--- config.mk ---
export PLATFORM = sky130hd
export DESIGN_NAME = pals_ram
export DESIGN_NICKNAME = d
export VERILOG_FILES = /design/src/hdl/pals_ram.sv
export SDC_FILE = /design/constraint.sdc
export NUM_CORES = 1
export LEC_CHECK = 0
export ABC_AREA = 1
export BUFFER_PORTS_ARGS = -buffer_cell sky130_fd_sc_hd__buf_2
export CAP_MARGIN = 10
export CORE_UTILIZATION = 50
export DETAILED_ROUTE_END_ITERATION = 8
export PLACE_DENSITY = 0.77
export SYNTH_ARGS = -nofsm -noshare
export SYNTH_HDL_FRONTEND = slang
export SYNTH_SLANG_ARGS = --single-unit
export TNS_END_PERCENT = 100
--- constraint.sdc ---
create_clock -name clk -period 1.1 [get_ports clk]
set_input_delay 0.055 -clock clk [delete_from_list [all_inputs] [get_ports clk]]
set_output_delay 0.055 -clock clk [all_outputs]
set_load 0.1 [all_outputs]
--- src/hdl/pals_ram.sv ---
module pals_ram #(
  parameter int WIDTH = 8,
  parameter int DEPTH = 16
) (
  input  logic                     clk,
  input  logic                     we,
  input  logic [$clog2(DEPTH)-1:0] waddr,
  input  logic [WIDTH-1:0]         wdata,
  input  logic [$clog2(DEPTH)-1:0] raddr,
  output logic [WIDTH-1:0]         rdata
);
  logic [WIDTH-1:0] mem [DEPTH];

  // Write port and registered read port.
  always_ff @(posedge clk) begin
    if (we) mem[waddr] <= wdata;
    rdata <= mem[raddr];
  end
endmodule

==> flow_metrics.py <==
metrics = {
    "run_status": {
        "status": "finished clean",
    },
    "hold_path": {
        "hp-class": "in2reg",
    },
    "clock_network": {
        "clock-sinks": 136,
        "worstSkewPairLatency_ns": 0.41,
        "numCtsBuffers": 17,
        "path_clk_slew_ns": 0.06,
        "clock_path_buffers": 2,
        "root_buffer": "clkbuf_16",
        "cts_max_level": 4,
        "cts_tree": "done",
    },
    "critical_path": {
        "crit_fanout": 1,
        "max_stage_delay_ns": 0.36,
        "required_ns": 1.04,
        "critPathSlowestCell": "dfxtp_1",
        "critical_path_class": "reg2out",
        "arrival_ns": 1.01,
        "crit_chain": "buf_6",
        "end_kind": "output port",
        "startpoint_type": "flop",
        "path_delay_family": "flip-flops",
        "critPathBufInv": 1,
    },
    "drt": {
        "first_pass_iters": 6,
        "wl_met1_mm": 5.09,
        "via_count": 3883,
        "vias_per_cell": 5.18,
        "highest_layer": "met4",
        "wl_mm": 12.4,
        "routed-wl-met3_um": 966,
        "drt_iter0_drc": 323,
        "antenna_left": 0,
        "wl_met2_mm": 6.19,
        "drc": 0,
        "wire_per_inst_um": 16.6,
    },
    "synthesis": {
        "ys_seq_area_share_pct": 69.4,
        "synth_area_um2": 5770,
        "synth-seq-cells": 136,
        "synth_warnings": 0,
        "ys_types": 12,
        "synthCells": 551,
        "syn-num-nets": 569,
        "avgSynthCellArea_um2": 10.5,
    },
    "timing": {
        "setup_viol": 0,
        "worst_pin_slew_ns": 0.394,
        "fmax_ghz": 0.938,
        "skew_ns": 0.00682,
        "drv_slew": 0,
        "setup_ws_ns": 0.0337,
        "fin_crit_sh_pct": 96.9,
        "min_period_ns": 1.07,
        "hold_violations": 0,
        "setup_tns_ns": 0,
        "rsz0062_at_grt": "no",
        "slew_headroom_pct": 73.8,
    },
    "finish": {
        "fin_nets": 614,
        "post-route-util_pct": 62.1,
        "area_growth_pct": 18.7,
        "fillers": 869,
        "antenna_cells_inserted": 0,
        "layout-drive-gt1-share_pct": 14.3,
    },
    "pwr": {
        "p_seq_share_pct": 46.7,
        "p_sw_share_pct": 24.0,
        "powerDensity_nw_per_um2": 1820,
        "p_comb_share_pct": 8.5,
        "leakage_nw": 2.99,
        "power.share.clock_pct": 44.8,
        "p_int_mw": 9.49,
        "vdd_ir_drop_max_v": 0.00116,
        "power.switching_mw": 3.00,
    },
    "floorplanning": {
        "ioPinCount": 26,
        "rows": 38,
        "core-area_um2": 11000,
        "dieArea_um2": 12000,
        "initial_core_util_pct": 52.3,
        "die_h_um": 109,
        "die_x_um": 109,
    },
    "global_route": {
        "grt_max_degree": 65,
        "grt_pass1_wl_mm": 19.7,
        "grt_overflow": 0,
        "grtUsageTotal_pct": 23.2,
        "grt_pass1_vias": 3736,
        "antenna_found_initial": 0,
    },
    "placed_design": {
        "post-place-ws_ns": -0.0176,
        "place_congestion": 0.895,
        "port_buffers": 25,
        "dpl.hpwl_mm": 7.70,
    },
    "run": {
        "max_cap_viol_count": 0,
    },
}
==> tightest hold or removal path, cell delays in order <==
cell     delay, ns
buf_2         0.12
nand3_1       0.08
nand3_1       0.07
nand2_1       0.07
==> flip-flops by register name, summed over array words and instances, names as in the netlist <==
signal  count
rdata       8
mem       128
==> per-layer routing <==
layer  vias up  global-route usage, %
met4         0                   9.33
met3        20                   4.74
li1       1865                      -
met2       180                   37.8
met1      1818                   30.6
met5         -                      0
==> layout make-up <==
type	count	area, um2	share of cell area, %
Tap cell	140	175	2.56
Inverter	102	383	5.59
Timing Repair Buffer	50	462	6.74
Multi-Input combinational cell	289	1230	17.9
Clock buffer	17	425	6.21
Clock inverter	15	168	2.45
Sequential cell	136	4000	58.5
==> what timing repair did <==
action,in CTS,in global routing
hold buffers,0,0
setup buffers,0,0
setup endpoints to repair,3,3
gates resized for setup,4,3
==> stage by stage <==
stage | hold WS (ns) | instance area (um2) | cells | power, mW
after floorplan | 0.154 | 5770 | 551 | 6.58
after global placement | 0.413 | 6230 | 717 | 6.95
after detailed placement | 0.440 | 6230 | 717 | 6.98
after CTS | 0.0130 | 6830 | 749 | 12.5
after global routing | 0.0267 | 6850 | 749 | 12.8
final | 0.0160 | 6850 | 749 | 12.5
==> cells in the mapped netlist (all sizes together) <==
master  number  share of area, %
nor2        17               1.1
buf         24               2.9
edfxtp     128                67
nand2      173                11
dfxtp        8               2.8
nand3b       2              0.26
inv        102               6.6
nand3       97               8.4
==> cells in the final DEF, fill, tap and decap left out, drive strengths merged <==
cell type,n
inv,106
nand3,97
dfxtp,8
clkinv,8
clkbuf,17
nand3b,2
bufinv,2
clkinvlp,1
buf,50
nor2,17
edfxtp,128
nand2,173
==> kinds of logic (layout without fill, tap and decap cells) <==
logic type / Yosys count / after routing / share of synthesized area, %
AND/OR/NAND/NOR: 289 / 289 / 21.0
flip-flops: 136 / 136 / 69.4
buffers and inverters: 126 / 184 / 9.52
==> final timing paths <==
check	cells after the start	start	end	slack [ns]
min reg2reg	6	mem[12][2]$_DFFE_PP_	rdata[2]$_DFF_P_	0.65
max	1	rdata[7]$_DFF_P_	rdata[7]	0.03
min	4	raddr[2]	rdata[3]$_DFF_P_	0.02
max reg2reg	6	mem[1][3]$_DFFE_PP_	rdata[3]$_DFF_P_	0.04
==> power groups by stage <==
| stage | sequential [mW] | combinational (mW) | clock [mW] |
|---|---|---|---|
| 2_1_floorplan | 6.17 | 0.409 | 0 |
| 3_3_place_gp | 5.94 | 1.01 | 0 |
| 3_5_place_dp | 5.95 | 1.03 | 0 |
| 4_1_cts | 5.84 | 1.05 | 5.62 |
| 5_1_grt | 5.85 | 1.13 | 5.85 |
| 6_report | 5.84 | 1.06 | 5.59 |
Note: power is estimated with default switching activity, not from simulation.
