$ cat config.mk
export PLATFORM = sky130hd
export DESIGN_NAME = pals_div
export DESIGN_NICKNAME = d
export VERILOG_FILES = /design/src/hdl/pals_div.sv
export SDC_FILE = /design/constraint.sdc
export NUM_CORES = 1
export LEC_CHECK = 0
export BUFFER_PORTS_ARGS = -buffer_cell sky130_fd_sc_hd__buf_2
export CELL_PAD_IN_SITES_DETAIL_PLACEMENT = 1
export CELL_PAD_IN_SITES_GLOBAL_PLACEMENT = 1
export CORE_ASPECT_RATIO = 2
export CORE_MARGIN = 4
export CORE_UTILIZATION = 35
export CTS_CLUSTER_SIZE = 25
export DETAILED_ROUTE_END_ITERATION = 10
export PLACE_DENSITY_LB_ADDON = 0.3
export SETUP_SLACK_MARGIN = 0.1
export SYNTH_ARGS = -nofsm -noshare
export SYNTH_HDL_FRONTEND = slang
export SYNTH_SLANG_ARGS = --single-unit
$ cat constraint.sdc
create_clock -name clk -period 4.2 [get_ports clk]
set_input_delay 0 -clock clk [delete_from_list [all_inputs] [get_ports clk]]
set_output_delay 0 -clock clk [all_outputs]
set_load 0.02 [all_outputs]
$ cat src/hdl/pals_div.sv
// Restoring divider: 49-bit dividend by 32-bit divisor, one quotient bit a cycle.
module pals_div (
  input  logic        clk,
  input  logic        rst,
  input  logic        start,
  input  logic [48:0] num,
  input  logic [31:0] den,
  output logic        done,
  output logic [48:0] quo
);
  logic [5:0]  cnt;
  logic        busy;
  logic [32:0] rem;
  logic [48:0] q;
  logic [32:0] trial;

  assign trial = {rem[31:0], q[48]} - {1'b0, den};

  // Shift one dividend bit in, subtract when it fits.
  always_ff @(posedge clk) begin
    if (rst) begin
      busy <= 1'b0;
      done <= 1'b0;
      cnt  <= '0;
    end else begin
      done <= !start && busy && (cnt == 6'd1);
      if (start) begin
        busy <= 1'b1;
        cnt  <= 6'd49;
        rem  <= '0;
        q    <= num;
      end else if (busy) begin
        if (!trial[32]) rem <= trial;
        else rem <= {rem[31:0], q[48]};
        q <= {q[47:0], !trial[32]};
        cnt <= cnt - 6'd1;
        if (cnt == 6'd1) begin
          busy <= 1'b0;
        end
      end
    end
  end
  assign quo = q;
endmodule

==> flow_summary.json, run 1 <==
{
  "synth-async-reset-ratio_pct": 0,
  "cp_max_fo": 11,
  "placedInstanceArea_mm2": 0.00647,
  "clkTransAtPathRegs_ns": 0.06,
  "rsz0062_at_grt": "no",
  "via_per_inst": 5.14,
  "status": "finished, final reports clean",
  "synth_flop_cell": "edfxtp_1",
  "via_count": 4577,
  "gp_congestion": 0.821,
  "synth_most_common_cell": "edfxtp_1",
  "hold_viol_final": 0,
  "synth_top_area_share_pct": 43.7,
  "synth_edf_count": 81,
  "drv_slew": 0,
  "slew_headroom_pct": 54.3,
  "hold_class": "input pin to register",
  "synth_nets": 624,
  "drv_cap": 0,
  "reg2reg_depth": 13,
  "synth_cell_type_count": 50,
  "drt-total-wl_um": 15700,
  "grt_overflow": 0,
  "clkLatencyLatePin_ns": 0.34,
  "post_cts_resized": 0,
  "r2r-start": "quo[48]",
  "numPlacedInstances": 826,
  "tritoncts": "yes",
  "cpPeakStageDelay_ns": 0.50,
  "hp-start": "num[0]",
  "fillers": 1761,
  "r2r_slack_ns": 0.56,
  "start_util_pct": 35.4,
  "grt_start_max_net_pins": 48,
  "synthesis.area_mm2": 0.00556,
  "synth.ff_latch_count": 89,
  "hold_path_end": "quo[0]",
  "place_hpwl_um": 11400,
  "drive_above_1_share_pct": 30.1,
  "start_kind": "register",
  "postRouteAntennaNets": 0,
  "cts_root_buf": "clkbuf_16",
  "grt_pass1_wl_um": 25500,
  "fin_cells": 891,
  "worst-path-buf-inv": 2,
  "hold_path_depth": 3,
  "chipHeight_um": 186,
  "crit_slowest_cell": "xnor2_2",
  "ios": 134,
  "crit_path_end_kind": "register",
  "r2r-end": "rem[26]",
  "yosys.area.top_type": "edfxtp_1",
  "antenna_found_initial": 0,
  "drc_errors": 0,
  "leakage_nw": 3.17,
  "grt_pass1_vias": 5239,
  "fp.coreArea_mm2": 0.0157,
  "min_period_over_period_pct": 86.7,
  "arrival_ns": 3.72,
  "wire_per_inst_um": 17.7,
  "ir_drop_mv": 0.240,
  "stdcell_area_mm2": 0.00725,
  "layout.nets": 804,
  "synthCells": 505,
  "portBuffers": 133,
  "min_period_ns": 3.64,
  "die_w_um": 97.1,
  "path_cells": "inv_1 -> ha_1 -> fa_1 -> nand2b_1 -> a21oi_1 -> o2111a_1 -> o21a_1 -> a221o_1 -> a21oi_2 -> xnor2_2 -> buf_4 -> mux2i_1 -> nor2_1",
  "cts_htree_levels": 3,
  "yosysWarnings": 0,
  "yosysSeqAreaShare_pct": 46.6,
  "powerDensity_mw_per_mm2": 388,
  "skew_ns": 0.00834,
  "n_antenna_cell": 0,
  "path_class": "register to register",
  "synthTopCellsByCount": "edfxtp_1 (81), mux2_2 (48), nor2_1 (44), inv_1 (41), ha_1 (34)",
  "clockBufferDepth": 2,
  "final_core_util_pct": 46.2,
  "syn_area_per_cell_um2": 11.0,
  "drt_first_iter_violations": 136,
  "cts_sinks": 89,
  "setup_viol": 0,
  "fin_setup_tns_ns": 0,
  "clock.fmax_mhz": 275,
  "tightestPinTransition_ns": 0.686,
  "numCtsBuffers": 9,
  "dieArea_mm2": 0.0181,
  "yosys-top-cells-area": "edfxtp_1 (44%), mux2_2 (9.7%), ha_1 (7.6%)",
  "dr.pass1.iters": 4,
  "grt_usage_pct": 17.6,
  "cp_top_family": "compound AO/OA/AOI/OAI gates",
  "synthToLayoutAreaGrowth_pct": 30.3,
  "rows": 65,
  "crit_required_ns": 4.27
}
==> per-stage QoR <==
stage | worst slack (ns) | total power, mW | hold slack, ns
final | 0.558 | 2.81 | 0.0434
after global placement | 0.643 | 1.96 | 0.301
after floorplan | 1.02 | 1.75 | 0.191
after CTS | 0.479 | 2.85 | 0.0595
after detailed placement | 0.525 | 1.99 | 0.306
after global routing | 0.276 | 2.97 | 0.0710
==> layout by cell type, fill, tap and decap left out, types with 3 or more instances in the layout <==
master / Yosys / routed
buf_2: 0 / 132
edfxtp_1: 81 / 81
dlygate4sd3_1: 0 / 49
mux2_2: 48 / 48
nor2_1: 44 / 43
inv_1: 41 / 41
ha_1: 34 / 34
a21oi_1: 33 / 33
mux2i_1: 27 / 27
nand2_1: 23 / 23
xnor2_1: 22 / 21
o21ai_0: 20 / 20
xor2_1: 12 / 12
a21o_1: 11 / 11
clkbuf_16: 0 / 9
nand2b_1: 8 / 8
dfxtp_1: 8 / 8
nand3_1: 7 / 7
and3_1: 6 / 6
buf_4: 2 / 6
o21a_1: 5 / 5
a211oi_1: 5 / 5
nor3_1: 4 / 4
a31oi_1: 4 / 4
nor2b_1: 4 / 4
o211ai_1: 3 / 3
and2_1: 3 / 3
o31ai_1: 3 / 3
==> sequential cells by signal, indices dropped and copies added, names as in the netlist <==
signal	count
busy	1
cnt	6
rem	32
done	1
quo	49
==> kinds of logic (layout without fill, tap and decap cells) <==
logic type | Yosys count | count (layout) | share of synthesized area [%]
mux | 75 | 75 | 14.6
simple gates | 110 | 110 | 9.38
flops | 89 | 89 | 46.6
buf+inv | 60 | 245 | 4.32
compound gates | 102 | 102 | 11.8
xor+xnor | 34 | 34 | 5.35
fa+ha+maj | 35 | 35 | 8.01
==> layer usage <==
metal  wire length (um)  global-route usage [%]  vias up
met3                685                    3.55       31
met5                  0                       0        -
met4                449                    7.82        0
li1                   -                       -     2205
met1               5540                    16.8     2229
met2               9070                    35.7      112
==> worst reg2reg max path, stage by stage, from the launching register on <==
cell and delay [ns]:
edfxtp_1 0.37, inv_1 0.06, ha_1 0.20, fa_1 0.41
nand2b_1 0.18, a21oi_1 0.18, o2111a_1 0.27, o21a_1 0.29
a221o_1 0.24, a21oi_2 0.08, xnor2_2 0.50, buf_4 0.31
mux2i_1 0.23, nor2_1 0.05
==> worst max-delay path by stage <==
stage,startpoint,endpoint,slack [ns],cells past startpoint
after floorplan,quo[48],rem[14],1.02,14
after CTS,quo[48],rem[26],0.48,13
final,quo[48],rem[26],0.56,13
after detailed placement,quo[48],rem[26],0.52,13
after global placement,quo[48],rem[23],0.64,13
after global routing,quo[48],rem[26],0.28,13
==> power breakdown <==
part           internal [mW]  total (mW)  switching [mW]
combinational          0.401       0.886           0.485
clock                  0.458       0.807           0.349
sequential              1.07        1.12          0.0437
total                   1.93        2.81           0.878
==> repair_timing <==
item / in CTS / in global routing
setup buffers: 0 / 0
endpoints found under the hold margin: 54 / 0
hold buffers: 49 / 0
==> area by class of cell <==
type	count	area [um^2]	area share [%]
clock buffers	10	229	3.16
multi-input cells	356	2750	37.9
inverters	41	154	2.12
repair buffers	188	1220	16.8
clock inverters	6	58.8	0.811
flip-flops and latches	89	2590	35.8
well taps	201	251	3.47
Power figures use the tool's default switching activity.
==> run 2: changes to the inputs <==
Settings changed: CORE_UTILIZATION 35 to 25.
==> run 2 against run 1 <==
Against the previous run: routed wire length rose by 3.6%; largest power group unchanged; total power rose by 2.5%; sequential power barely moved; hold slack improved by 0.044 ns; sequential share of layout area fell by 0.61 points; clock skew fell by 0.0030 ns; setup slack got worse by 0.071 ns; critical path depth did not move; largest cell class unchanged.
==> flow_summary.json, run 2 (synthesized netlist as in run 1, its figures left out) <==
{
  "fillers": 2475,
  "hold_path_depth": 3,
  "clock.fmax_mhz": 269,
  "dp_slack_ns": 0.522,
  "clockBufferDepth": 2,
  "cts_htree_levels": 3,
  "p_total_mw": 2.88,
  "numCtsBuffers": 9,
  "hp-start": "den[0]",
  "grt_overflow": 0,
  "fp.coreArea_mm2": 0.0221,
  "chipHeight_um": 219,
  "drt-total-wl_um": 16300,
  "antenna_found_initial": 2,
  "cts_root_buf": "clkbuf_16",
  "drc_errors": 0,
  "postRouteAntennaNets": 0,
  "setup_ws_ns": 0.487,
  "crit_required_ns": 4.26,
  "dr.pass1.iters": 4,
  "via_per_inst": 4.73,
  "ir_drop_mv": 0.267,
  "gp_congestion": 0.790,
  "drv_slew": 0,
  "drive_above_1_share_pct": 29.9,
  "grt_pass1_vias": 5147,
  "tritoncts": "yes",
  "die_w_um": 113,
  "min_period_over_period_pct": 88.4,
  "tightestPinTransition_ns": 1.02,
  "status": "finished, final reports clean",
  "final_cell_mix": "buf_2 (132), edfxtp_1 (81), dlygate4sd3_1 (50), mux2_2 (48), nor2_1 (43)",
  "grt_start_max_net_pins": 89,
  "leakage_nw": 3.18,
  "rows": 77,
  "clkTransAtPathRegs_ns": 0.07,
  "largest_reg_flops": 49,
  "setup_viol": 0,
  "reg2reg_depth": 13,
  "drv_cap": 0,
  "path_class": "register to register",
  "slew_headroom_pct": 32.2,
  "hold_class": "input pin to register",
  "portBuffers": 133,
  "start_kind": "register",
  "fin_setup_tns_ns": 0,
  "crit_start": "quo[48]",
  "cts_sinks": 89,
  "wire_per_inst_um": 16.9,
  "grt_pass1_wl_um": 26500,
  "post_cts_buffers": 0,
  "synthToLayoutAreaGrowth_pct": 32.5,
  "grt_usage_pct": 13.5,
  "crit_path_end_kind": "register",
  "powerDensity_mw_per_mm2": 391,
  "start_util_pct": 25.2,
  "r2r-start": "quo[48]",
  "ios": 134,
  "layout.nets": 802,
  "hold_viol_final": 0,
  "final_core_util_pct": 33.4,
  "min_period_ns": 3.71,
  "whs_ns": 0.0873,
  "drt_first_iter_violations": 128,
  "arrival_ns": 3.77,
  "rsz0062_at_grt": "no",
  "via_count": 4559,
  "clkLatencyLatePin_ns": 0.34,
  "place_hpwl_um": 12000,
  "n_antenna_cell": 0,
  "dieArea_mm2": 0.0248,
  "final_common_cell": "buf_2",
  "cp_max_fo": 30,
  "skew_ns": 0.00539
}
run 2: timing repair:
item,in CTS,in global routing
resized for setup,0,0
hold buffers,50,0
hold endpoints to repair,56,0
run 2: final timing paths:
kind,slack [ns],to
max,0.49,rem[7]
min,0.09,rem[0]
max reg2reg,0.49,rem[7]
min reg2reg,0.52,cnt[1]
run 2: worst max-delay path, cell delays in order (launching register included):
cell and delay [ns]:
edfxtp_1 0.37, inv_1 0.06, ha_1 0.20, fa_1 0.40
nand2b_1 0.18, a21oi_1 0.18, o2111a_1 0.27, o21a_1 0.32
a221o_1 0.25, a21oi_2 0.08, xnor2_2 0.50, buf_12 0.30
mux2i_1 0.23, nor2_1 0.06
run 2: layout make-up:
| cell class | count | area, um^2 | share of cell area (%) |
|---|---|---|---|
| tap | 276 | 345 | 4.68 |
| clock inverter | 7 | 93.8 | 1.27 |
| multi-input combinational | 356 | 2750 | 37.2 |
| sequential | 89 | 2590 | 35.2 |
| timing repair buffer | 186 | 1220 | 16.5 |
| clock buffer | 9 | 225 | 3.05 |
| inverter | 41 | 154 | 2.09 |
run 2: where the power goes:
part / leakage, nW / switching [mW] / internal [mW]
Combinational: 2.18 / 0.481 / 0.396
Sequential: 0.845 / 0.0466 / 1.07
Clock: 0.153 / 0.362 / 0.522
run 2: stage by stage:
stage / instance area (um^2) / cells
after CTS: 7370 / 964
after global routing: 7370 / 964
after detailed placement: 6550 / 898
final: 7370 / 964
after floorplan: 5570 / 505
after global placement: 6550 / 898
run 2: per-layer routing:
layer	vias up	GRT usage [%]	part of all wire [%]
met4	4	5.13	2.4
met3	22	3.92	5.3
li1	2197	-	-
met1	2218	13.3	36
met5	-	0	0.21
met2	118	25.9	56
==> run 3: changes to the inputs <==
Settings changed: ABC_AREA set to 1.
==> run 3 against run 2 <==
Against the previous run: combinational power increased by 15%; via count up 48%; design area is 16% higher; critical path type unchanged; count of clock-buffer cells in the layout unchanged; highest routed layer unchanged; cell count grew 59%; sequential share of layout area is 4.8 points lower; largest power group unchanged.
==> flow_summary.json, run 3 <==
{
  "min_period_ns": 2.64,
  "antenna_found_initial": 1,
  "synthesis.area_mm2": 0.00671,
  "via_per_inst": 4.41,
  "setup_ws_ns": 1.56,
  "fin_setup_tns_ns": 0,
  "synthTopCellsByCount": "nand2_1 (454), inv_1 (171), nor2_1 (106), edfxtp_1 (81), ha_1 (34)",
  "via_count": 6747,
  "syn_area_per_cell_um2": 6.69,
  "wire_per_inst_um": 15.5,
  "yosys-top-cells-area": "edfxtp_1 (36%), nand2_1 (25%), inv_1 (9.6%)",
  "synth_most_common_cell": "nand2_1",
  "clockBufferDepth": 2,
  "final_cell_mix": "nand2_1 (454), inv_1 (170), buf_2 (133), nor2_1 (106), edfxtp_1 (81)",
  "final_common_cell": "nand2_1",
  "grt_pass1_wl_um": 38300,
  "hold_path_depth": 5,
  "powerDensity_mw_per_mm2": 345,
  "postRouteAntennaNets": 0,
  "drt-total-wl_um": 23800,
  "drive_above_1_share_pct": 14.8,
  "dieArea_mm2": 0.0297,
  "tightestPinTransition_ns": 1.02,
  "crit_required_ns": 4.33,
  "leakage_nw": 4.62,
  "synth_flop_cell": "edfxtp_1",
  "setup_viol": 0,
  "drv_cap": 0,
  "dr.pass1.iters": 4,
  "start_util_pct": 25.4,
  "grt_overflow": 0,
  "drt_first_iter_violations": 198,
  "hold_class": "input pin to register",
  "tritoncts": "yes",
  "synthXorXnorAreaFrac_pct": 1.96,
  "synth_cell_type_count": 35,
  "cts_sinks": 89,
  "crit_path_end_kind": "register",
  "holdBufCountCts": 50,
  "status": "finished, final reports clean",
  "grt_pass1_vias": 7405,
  "synthToLayoutAreaGrowth_pct": 27.3,
  "grt_busiest_layer": "met2",
  "drv_slew": 0,
  "start_kind": "register",
  "synth_edf_count": 81,
  "min_period_over_period_pct": 63.0,
  "synth-adder-area-share_pct": 6.64,
  "synth_top_family_by_area": "simple AND/OR/NAND/NOR gates",
  "synth-async-reset-ratio_pct": 0,
  "portBuffers": 133,
  "reg2reg_depth": 17,
  "die_w_um": 124,
  "path_class": "register to register",
  "fp.coreArea_mm2": 0.0264,
  "rows": 84,
  "grt_start_max_net_pins": 84,
  "hold_viol_final": 0,
  "synth.ff_latch_count": 89,
  "grt_use_met3_pct": 3.54,
  "grt_usage_pct": 16.9,
  "yosys.area.top_type": "edfxtp_1",
  "synth-compound-area-share_pct": 3.47,
  "clkLatencyLatePin_ns": 0.37,
  "post_cts_resized": 0,
  "slew_headroom_pct": 31.9,
  "drc_errors": 0,
  "gr-usage-met1_pct": 15.6,
  "met2_usage_pct": 33.6,
  "numCtsBuffers": 9,
  "clkTransAtPathRegs_ns": 0.07,
  "cp_max_fo": 33,
  "synth.area.mux_share_pct": 0,
  "yosysSeqAreaShare_pct": 38.6,
  "chipHeight_um": 240,
  "ir_drop_mv": 0.222,
  "gp_congestion": 0.890,
  "synthCells": 1003,
  "synth_top_area_share_pct": 36.3,
  "post_cts_buffers": 0,
  "yosys.area_share.simple_pct": 38.0,
  "cts_htree_levels": 3,
  "largest_reg_flops": 49,
  "layout.nets": 1301,
  "rsz0062_at_grt": "no",
  "synth_nets": 1122,
  "cts_root_buf": "clkbuf_16",
  "yosysWarnings": 0,
  "place_hpwl_um": 18500,
  "n_antenna_cell": 0,
  "ios": 134,
  "skew_ns": 0.00779,
  "clock.fmax_mhz": 378,
  "arrival_ns": 2.77,
  "dp_slack_ns": 1.51
}
run 3: cell count changes in the layout (fill, tap and decap cells not counted), sizes merged, moves of 9 or more:
cell and delta:
mux2i -27, inv +134, xnor2 -21, nand2 +443
mux2 -48, a21o -9, nor2 +65, nand3 +23
o21ai -16
run 3: worst max-delay path, cell delays in order, from the launching register on:
cell	delay, ns
edfxtp_1	0.36
inv_1	0.05
ha_1	0.20
fa_1	0.41
inv_1	0.11
nand2_1	0.05
nand2_1	0.12
nand3_2	0.08
nand2_2	0.11
nand2_2	0.06
nand2_2	0.07
nand2_2	0.08
nand2_2	0.10
nand2_2	0.07
nand2_4	0.29
nand2_1	0.10
nand2_1	0.08
nor2_1	0.05
run 3: cells by family after synthesis:
logic type | Yosys count
xor gates and xnor gates | 15
buffers and inverters | 192
adders and majority gates | 35
DFF | 89
AOI/OAI and AO/OA | 42
and+or+nand+nor | 630
run 3: worst paths after layout:
kind,slack [ns],to,start
max,1.56,rem[25],quo[48]
min,0.14,rem[0],den[0]
max reg2reg,1.56,rem[25],quo[48]
min reg2reg,0.50,cnt[4],cnt[4]
run 3: where the power goes:
part	internal (mW)	switching (mW)
Combinational	0.345	0.662
Clock	0.413	0.411
Sequential	1.07	0.0417
run 3: layout make-up:
cell class                 instances  area (um^2)
inverter                         172          646
multi-input combinational        722         3370
timing repair buffer             188         1220
tap                              344          430
sequential                        89         2590
fill                            3353        17800
clock inverter                     7         60.1
clock buffer                       9          225
run 3: metal layers:
layer,vias to the layer above,part of all wire [%]
met5,-,0.029
met4,2,4.5
met3,46,4.2
met2,147,58
met1,3136,33
li1,3416,-
run 3: metrics by stage:
| stage | instance area, um^2 | utilization [%] | hold slack (ns) | power (mW) | cells |
|---|---|---|---|---|---|
| 6_report | 8540 | 32.4 | 0.138 | 2.94 | 1531 |
| 5_1_grt | 8540 | 32.4 | 0.166 | 3.15 | 1531 |
| 4_1_cts | 8540 | 32.4 | 0.124 | 2.99 | 1531 |
| 3_5_place_dp | 7750 | 29.4 | 0.278 | 2.11 | 1465 |
| 3_3_place_gp | 7750 | 29.4 | 0.269 | 2.10 | 1465 |
| 2_1_floorplan | 6710 | - | 0.0691 | 1.81 | 1003 |
